File: config.mk
export PLATFORM = sky130hd
export DESIGN_NAME = waiter_queue_fifo_or_priority
export DESIGN_NICKNAME = d
export VERILOG_FILES = /design/src/rtl/wqfp_pkg.sv /design/src/rtl/waiter_queue_fifo_or_priority.sv
export SDC_FILE = /design/constraint.sdc
export NUM_CORES = 1
export LEC_CHECK = 0
export BUFFER_PORTS_ARGS = -buffer_cell sky130_fd_sc_hd__buf_4
export CORE_MARGIN = 5
export CORE_UTILIZATION = 40
export CTS_BUF_LIST = sky130_fd_sc_hd__clkbuf_8 sky130_fd_sc_hd__clkbuf_16
export CTS_CLUSTER_DIAMETER = 60
export DETAILED_ROUTE_END_ITERATION = 12
export SYNTH_ARGS = -nofsm -noshare
export SYNTH_HDL_FRONTEND = slang
export SYNTH_SLANG_ARGS = --single-unit
File: constraint.sdc
create_clock -name clk -period 3.6 [get_ports clk]
set_input_delay 0.54 -clock clk [delete_from_list [all_inputs] [get_ports clk]]
set_output_delay 0.54 -clock clk [all_outputs]
set_load 0.05 [all_outputs]
File: src/rtl/wqfp_pkg.sv
// Package for the waiter queue: item and result beat types, mode and status
// codes, and default sizes. No dependencies.
package wqfp_pkg;

    // Default sizes handed to the top level parameters
    localparam int MAX_WAITERS_DEF   = 16;
    localparam int PRIORITY_BITS_DEF = 8;

    // Operation codes carried in the item mode field
    localparam logic [1:0] MODE_ADD    = 2'd0;
    localparam logic [1:0] MODE_DELETE = 2'd1;
    localparam logic [1:0] MODE_WAKE   = 2'd2;
    localparam logic [1:0] MODE_NONE   = 2'd3;

    // Result status codes
    localparam logic [1:0] STATUS_OK        = 2'd0;
    localparam logic [1:0] STATUS_EMPTY     = 2'd1;
    localparam logic [1:0] STATUS_FULL      = 2'd2;
    localparam logic [1:0] STATUS_NOT_FOUND = 2'd3;

    // One input beat
    typedef struct packed {
        logic [1:0] mode;
        logic [7:0] task_id;
        logic [7:0] priority_req;
    } item_t;

    // One result beat
    typedef struct packed {
        logic [1:0] status;
        logic [7:0] woken_id;
        logic [4:0] waiting_count;
    } result_t;

endpackage

File: src/rtl/waiter_queue_fifo_or_priority.sv
// Waiter queue top level: arrival-ordered list of task ids with priorities,
// held in one synchronous entry memory. Depends on wqfp_pkg.
//
// Usage:
//   item channel (item_valid / item_stall / item) carries add, delete and wake
//   commands; result channel (result_valid / result_stall / result) returns
//   exactly one beat per item. cfg channel (cfg_valid / cfg_ready / cfg_data)
//   writes the discipline bit: 0 serves the oldest waiter, 1 the earliest
//   waiter of strictly highest priority. Write it only while the block idles.
// Sequencing, with N waiters in the list:
//   add and unused mode go straight to the result register.
//   delete: scan entries from the head up to the match at entry k, then
//   shift the entries above k down; no match scans all N. Wake: FIFO reads
//   the head only, priority scans all N, then the entries above the pick shift.
//   The single read port of the entry memory sets the pace: the scan reads
//   one entry a cycle, and closing the gap moves one entry a cycle (read
//   ahead, write one slot lower).
//   One item is worked at a time; item_stall is high while an item is busy.
// Reset empties the list and clears the discipline to FIFO; the memory needs
//   no clearing pass. A finished result waits in the output register while the
//   next item is accepted; a held result blocks only the completion of the
//   following item.
module waiter_queue_fifo_or_priority #(
    parameter int MAX_WAITERS   = wqfp_pkg::MAX_WAITERS_DEF,
    parameter int PRIORITY_BITS = wqfp_pkg::PRIORITY_BITS_DEF
) (
    input  logic             clk,
    input  logic             rst_n,
    input  logic             item_valid,
    output logic             item_stall,
    input  wqfp_pkg::item_t  item,
    output logic             result_valid,
    input  logic             result_stall,
    output wqfp_pkg::result_t result,
    input  logic             cfg_valid,
    output logic             cfg_ready,
    input  logic             cfg_data
);
    import wqfp_pkg::*;

    localparam int IDX_W = (MAX_WAITERS > 1) ? $clog2(MAX_WAITERS) : 1;
    localparam int CNT_W = $clog2(MAX_WAITERS + 1);
    localparam logic [CNT_W-1:0] MAX_CNT = CNT_W'(MAX_WAITERS);

    localparam logic [1:0] S_IDLE  = 2'd0;
    localparam logic [1:0] S_SCAN  = 2'd1;
    localparam logic [1:0] S_SHIFT = 2'd2;
    localparam logic [1:0] S_DONE  = 2'd3;

    typedef struct packed {
        logic [7:0]               id;
        logic [PRIORITY_BITS-1:0] prio;
    } entry_t;

    // Entry memory and its registered read port
    entry_t mem [0:MAX_WAITERS-1];
    entry_t rd_data_reg;
    logic             rd_en;
    logic [IDX_W-1:0] rd_addr;
    logic             wr_en;
    logic [IDX_W-1:0] wr_addr;
    entry_t           wr_data;

    // Control and working registers
    logic [1:0]               state_reg, state_next;
    logic [CNT_W-1:0]         occ_reg, occ_next;
    logic                     disc_reg;
    logic [1:0]               mode_reg, mode_next;
    logic [7:0]               id_reg, id_next;
    logic [CNT_W-1:0]         chk_reg, chk_next;
    logic [CNT_W-1:0]         pos_reg, pos_next;
    logic [PRIORITY_BITS-1:0] best_prio_reg, best_prio_next;
    logic [7:0]               best_id_reg, best_id_next;
    logic [CNT_W-1:0]         src_reg, src_next;
    logic [IDX_W-1:0]         dst_reg, dst_next;
    logic                     dv_reg, dv_next;
    logic [1:0]               res_status_reg, res_status_next;
    logic [7:0]               res_woken_reg, res_woken_next;
    logic                     result_valid_reg;
    result_t                  result_reg;

    logic [CNT_W-1:0] chk_inc;
    logic [CNT_W-1:0] src_dec;
    logic [CNT_W-1:0] sel_pos;
    logic             chk_last;
    logic             take;
    logic             accept;
    logic             out_load;

    assign accept     = item_valid && !item_stall;
    assign item_stall = (state_reg != S_IDLE);
    assign cfg_ready  = 1'b1;
    assign chk_inc    = chk_reg + 1'b1;
    assign src_dec    = src_reg - 1'b1;
    assign chk_last   = (chk_inc == occ_reg);
    assign take       = !disc_reg || (chk_reg == '0) || (rd_data_reg.prio > best_prio_reg);
    assign sel_pos    = take ? chk_reg : pos_reg;
    assign out_load   = (state_reg == S_DONE) && (!result_valid_reg || !result_stall);

    // Sequence one item: immediate ops, scan, gap close, result hand-off
    always_comb
    begin
        state_next      = state_reg;
        occ_next        = occ_reg;
        mode_next       = mode_reg;
        id_next         = id_reg;
        chk_next        = chk_reg;
        pos_next        = pos_reg;
        best_prio_next  = best_prio_reg;
        best_id_next    = best_id_reg;
        src_next        = src_reg;
        dst_next        = dst_reg;
        dv_next         = dv_reg;
        res_status_next = res_status_reg;
        res_woken_next  = res_woken_reg;
        rd_en           = 1'b0;
        rd_addr         = '0;
        wr_en           = 1'b0;
        wr_addr         = occ_reg[IDX_W-1:0];
        wr_data         = rd_data_reg;

        case (state_reg)
            S_IDLE:
            begin
                if (accept)
                begin
                    mode_next       = item.mode;
                    id_next         = item.task_id;
                    res_status_next = STATUS_OK;
                    res_woken_next  = '0;
                    chk_next        = '0;
                    state_next      = S_DONE;
                    case (item.mode)
                        MODE_ADD:
                        begin
                            if (occ_reg >= MAX_CNT)
                                res_status_next = STATUS_FULL;
                            else
                            begin
                                wr_en        = 1'b1;
                                wr_addr      = occ_reg[IDX_W-1:0];
                                wr_data.id   = item.task_id;
                                wr_data.prio = PRIORITY_BITS'(item.priority_req);
                                occ_next     = occ_reg + 1'b1;
                            end
                        end
                        MODE_DELETE:
                        begin
                            if (occ_reg == '0)
                                res_status_next = STATUS_NOT_FOUND;
                            else
                            begin
                                rd_en      = 1'b1;
                                state_next = S_SCAN;
                            end
                        end
                        MODE_WAKE:
                        begin
                            if (occ_reg == '0)
                                res_status_next = STATUS_EMPTY;
                            else
                            begin
                                rd_en      = 1'b1;
                                state_next = S_SCAN;
                            end
                        end
                        default: ;
                    endcase
                end
            end

            S_SCAN:
            begin
                if (mode_reg == MODE_DELETE)
                begin
                    if (rd_data_reg.id == id_reg)
                    begin
                        pos_next   = chk_reg;
                        src_next   = chk_inc;
                        dv_next    = 1'b0;
                        state_next = S_SHIFT;
                    end
                    else if (chk_last)
                    begin
                        res_status_next = STATUS_NOT_FOUND;
                        state_next      = S_DONE;
                    end
                    else
                    begin
                        rd_en    = 1'b1;
                        rd_addr  = chk_inc[IDX_W-1:0];
                        chk_next = chk_inc;
                    end
                end
                else
                begin
                    // Track the earliest strictly-highest priority entry
                    if (take)
                    begin
                        best_prio_next = rd_data_reg.prio;
                        best_id_next   = rd_data_reg.id;
                        pos_next       = chk_reg;
                    end
                    if (!disc_reg || chk_last)
                    begin
                        res_woken_next = take ? rd_data_reg.id : best_id_reg;
                        src_next       = sel_pos + 1'b1;
                        dv_next        = 1'b0;
                        state_next     = S_SHIFT;
                    end
                    else
                    begin
                        rd_en    = 1'b1;
                        rd_addr  = chk_inc[IDX_W-1:0];
                        chk_next = chk_inc;
                    end
                end
            end

            S_SHIFT:
            begin
                // Write the entry read last cycle one slot lower
                if (dv_reg)
                begin
                    wr_en   = 1'b1;
                    wr_addr = dst_reg;
                    wr_data = rd_data_reg;
                end
                if (src_reg < occ_reg)
                begin
                    rd_en    = 1'b1;
                    rd_addr  = src_reg[IDX_W-1:0];
                    src_next = src_reg + 1'b1;
                    dst_next = src_dec[IDX_W-1:0];
                    dv_next  = 1'b1;
                end
                else
                begin
                    dv_next    = 1'b0;
                    occ_next   = occ_reg - 1'b1;
                    state_next = S_DONE;
                end
            end

            S_DONE:
            begin
                if (out_load)
                    state_next = S_IDLE;
            end

            default: state_next = S_IDLE;
        endcase
    end

    // Entry memory: one write, one registered read per cycle
    always_ff @(posedge clk)
    begin
        if (wr_en)
            mem[wr_addr] <= wr_data;
        if (rd_en)
            rd_data_reg <= mem[rd_addr];
    end

    // Control state
    always_ff @(posedge clk or negedge rst_n)
    begin
        if (!rst_n)
        begin
            state_reg        <= S_IDLE;
            occ_reg          <= '0;
            disc_reg         <= 1'b0;
            dv_reg           <= 1'b0;
            result_valid_reg <= 1'b0;
        end
        else
        begin
            state_reg <= state_next;
            occ_reg   <= occ_next;
            dv_reg    <= dv_next;
            if (cfg_valid && cfg_ready)
                disc_reg <= cfg_data;
            if (out_load)
                result_valid_reg <= 1'b1;
            else if (!result_stall)
                result_valid_reg <= 1'b0;
        end
    end

    // Working payload registers
    always_ff @(posedge clk)
    begin
        mode_reg       <= mode_next;
        id_reg         <= id_next;
        chk_reg        <= chk_next;
        pos_reg        <= pos_next;
        best_prio_reg  <= best_prio_next;
        best_id_reg    <= best_id_next;
        src_reg        <= src_next;
        dst_reg        <= dst_next;
        res_status_reg <= res_status_next;
        res_woken_reg  <= res_woken_next;
        if (out_load)
        begin
            result_reg.status        <= res_status_reg;
            result_reg.woken_id      <= res_woken_reg;
            result_reg.waiting_count <= 5'(occ_reg);
        end
    end

    assign result_valid = result_valid_reg;
    assign result       = result_reg;

    // Occupancy never exceeds the list size
    a_occ_bound: assert property (@(posedge clk) disable iff (!rst_n)
        occ_reg <= MAX_CNT)
        else $error("waiter count above list size");

    // Occupancy moves by at most one per cycle
    a_occ_step: assert property (@(posedge clk) disable iff (!rst_n)
        (occ_reg == $past(occ_reg)) || (occ_reg == $past(occ_reg) + 1'b1)
        || (occ_reg + 1'b1 == $past(occ_reg)))
        else $error("waiter count jumped");

    // Memory writes only on an add or while closing a gap
    a_wr_phase: assert property (@(posedge clk) disable iff (!rst_n)
        wr_en |-> ((state_reg == S_IDLE) || (state_reg == S_SHIFT)))
        else $error("entry write outside add or shift");

    // An empty-list result names no task and reports no waiters
    a_empty_res: assert property (@(posedge clk) disable iff (!rst_n)
        (result_valid && (result.status == STATUS_EMPTY))
        |-> ((result.woken_id == 8'd0) && (result.waiting_count == 5'd0)))
        else $error("empty result carries data");

    // A full result reports a full list
    a_full_res: assert property (@(posedge clk) disable iff (!rst_n)
        (result_valid && (result.status == STATUS_FULL))
        |-> (result.waiting_count == 5'(MAX_WAITERS)))
        else $error("full result with spare room");

endmodule
==> run_results.csv <==
group,metric,value,unit
cells_and_area,final_area,17900,µm²
cells_and_area,largest_reg_flops,256,
setup_path,cp.required,3880,ps
floorplan,die_area,42000,µm²
timing,finalSetupViolations,0,
synthesis,syn_area,15200,µm²
place,dp_cells,1565,
global_route,grt_antenna_before_repair,0,
cts,cts.path.max_buffers,3,
timing,hold_viol_final,0,
timing,slew_headroom,13.0,%
setup_path,critical_path_class,"reg2reg",
cts,cts-buffers-inserted,39,
global_route,grt_pass1_wl,54.2,mm
setup_path,cp-start-kind,"register",
hold_path,hold_path.class,"in2reg",
routing,antenna_left,0,
cells_and_area,layout.cells.non_filler,1639,
status,status,"complete, no violations",
pwr,power,16800,µW
cells_and_area,fin_util,47.7,%
hold_path,worstHoldEndpoint,"id_reg[3]$_DFFE_PP_",
floorplan,fp.dieH,205,µm
timing,final.min_clock_period,3400,ps
place,hpwl,23.5,mm
timing,drv_slew,0,
setup_path,reg2reg_to,"rd_data_reg[15]$_DFFE_PP_",
routing,drt_first_iter_violations,692,
floorplan,fp.dieW,205,µm
flow_run,cap_violations,0,
synthesis,async_reset_ff_share,2.84,%
synthesis,synth_top_cell_by_area,"edfxtp_1",
cells_and_area,fill_cells,3231,
timing,finalSetupTns,0,ps
pwr,p_leak,0.00648,µW
synthesis,ys_ff_latch,352,
hold_path,hp-start,"item[11]",
global_route,grt_usage,17.3,%
timing,fin_crit_sh,94.3,%
global_route,grt_pass1_vias,8684,
cells_and_area,drive_gt1_share,20.9,%
synthesis,synth_top_cells_by_count,"342 x edfxtp_1, 100 x mux2i_1, 87 x nand2_1",
floorplan,ios,42,
timing,max_freq,0.294,GHz
cts,htreeDepth,2,
timing,worst_pin_slew,1300,ps
cts,clk_root_buffer_cell,"clkbuf_16",
synthesis,synthCells,998,
synthesis,ys_seq_area_share,69.2,%
floorplan,rows,71,
routing,vias,8744,
floorplan,start_util,40.4,%
synthesis,synth.area.top_cells,"edfxtp_1 68%, mux2i_1 6.6%, ha_1 2.3%",
routing,drt-pass1-iter-count,5,
routing,wl,36.3,mm
cts,insertion_delay,530,ps
cts,clock_sinks,352,
synthesis,yosysWarnings,0,
setup_path,worst_ep_arrival_time,3670,ps
routing,drc_errors,0,
pwr,power_density,936,nW/µm²
global_route,grt_max_degree,36,
floorplan,coreArea,37600,µm²
place,port_buffers,40,
cts,cts_tree,"yes",
synthesis,synth_edf_count,342,
cells_and_area,antenna_cells,0,
synthesis,synth_top_area_share,67.6,%
cells_and_area,area_delta_synth_final,18.0,%
synthesis,syn_nets,1051,
place,gp_routability_congestion,0.807,
setup_path,r2r_cells,13,
synthesis,avgSynthCellArea,15.2,µm²
timing,finalClockSkew,17.6,ps
synthesis,synth.most_common_cell,"edfxtp_1",
synthesis,synth_ff_type,"edfxtp_1",
pwr,vdd_drop_max,0.000489,V
synthesis,ys_types,60,
routing,via_per_inst,5.33,
setup_path,rrSetupSlack,200,ps
place,placed_area,16600,µm²
timing,rsz0062_at_grt,"false",
hold_path,hold_depth,1,
setup_path,worst-path-max-fanout,18,
global_route,grt.overflow.total,0,
setup_path,reg2reg_from,"chk_reg[0]$_SDFFCE_PN0P_",
routing,routedWlPerCell,22.2,µm
cells_and_area,nNetsFinal,1151,
cts,cts.clk_slew.worst_paths,60,ps
setup_path,cp-end-kind,"register",
[layout by cell type (no fill, tap or decap), drive strengths merged, types with 28 or more instances in the layout]
cell / netlist / layout
inv: 30 / 39
nand3: 42 / 42
mux2: 28 / 28
edfxtp: 342 / 342
buf: 26 / 110
nor2: 32 / 32
nand2b: 34 / 34
nand2: 88 / 88
mux2i: 100 / 100
ha: 28 / 28
clkbuf: 26 / 41
[logic make-up after synthesis]
family / count (synthesis) / share of synthesized area [%]
buffers and inverters: 82 / 2.65
AOI/OAI and AO/OA: 140 / 7.67
muxes: 128 / 8.66
adders and majority gates: 29 / 2.44
and+or+nand+nor: 237 / 7.65
other: 1 / 0.0247
xor gates and xnor gates: 29 / 1.67
DFF: 352 / 69.2
[what timing repair did]
item / CTS / global route
hold buffers: 1 / 0
endpoints found under the hold margin: 10 / 0
buffers inserted: 0 / 2
resized for setup: 0 / 2
setup endpoints to repair: 0 / 3
[area by class of cell]
type,count,area (µm²),share of cell area (%)
Tap cell,511,639,3.57
Sequential cell,352,10500,58.7
Inverter,30,113,0.628
Multi-Input combinational cell,564,4350,24.2
Clock buffer,41,1030,5.72
Clock inverter,30,303,1.69
Timing Repair Buffer,111,986,5.50
[how the worst max path moves through the flow]
stage / depth (start not counted) / from / endpoint / slack [ps]
finish: 13 / chk_reg[0]$_SDFFCE_PN0P_ / rd_data_reg[15]$_DFFE_PP_ / 200
global route: 13 / rd_data_reg[1]$_DFFE_PP_ / src_reg[4]$_DFFE_PP_ / 40
CTS: 12 / state_reg[0]$_DFFE_PN0P_ / rd_data_reg[15]$_DFFE_PP_ / 80
detailed placement: 12 / state_reg[0]$_DFFE_PN0P_ / rd_data_reg[15]$_DFFE_PP_ / 100
global placement: 12 / state_reg[0]$_DFFE_PN0P_ / rd_data_reg[15]$_DFFE_PP_ / 130
floorplan: 13 / rd_data_reg[1]$_DFFE_PP_ / src_reg[4]$_DFFE_PP_ / 190
[report_power, final]
group	total, µW	switching [µW]	leakage [µW]	internal [µW]
Clock	4070	1630	0.000669	2450
Combinational	6540	4000	0.00258	2540
Sequential	6180	360	0.00323	5820
Total	16800	5990	0.00648	10800
[routing by layer]
layer | track usage [%] | up-vias | share of wire, % | wire [µm]
li1 | - | 4025 | - | -
met4 | 5.14 | 0 | 2.5 | 918
met1 | 23.5 | 4407 | 43 | 15600
met2 | 28.9 | 254 | 49 | 17800
met3 | 2.61 | 58 | 5.4 | 1960
met5 | 0 | - | 0 | 0
[stage by stage]
stage / hold slack (ps) / setup WS, ps
after global routing: 177 / 35.6
after CTS: 174 / 75.8
after global placement: 386 / 133
after detailed placement: 387 / 97.1
final: 197 / 204
after floorplan: 244 / 191
[worst max-delay path: stages, from the launching register on]
cell and delay, ps:
edfxtp_1 390, buf_4 170, inv_1 70, ha_1 270
xor2_1 270, nor4_4 80, a2bb2oi_2 380, a22o_4 260
buf_12 200, mux2i_1 420, a221o_1 230, a221oi_1 50
buf_4 150, a41o_1 190
Power figures use the tool's default switching activity.
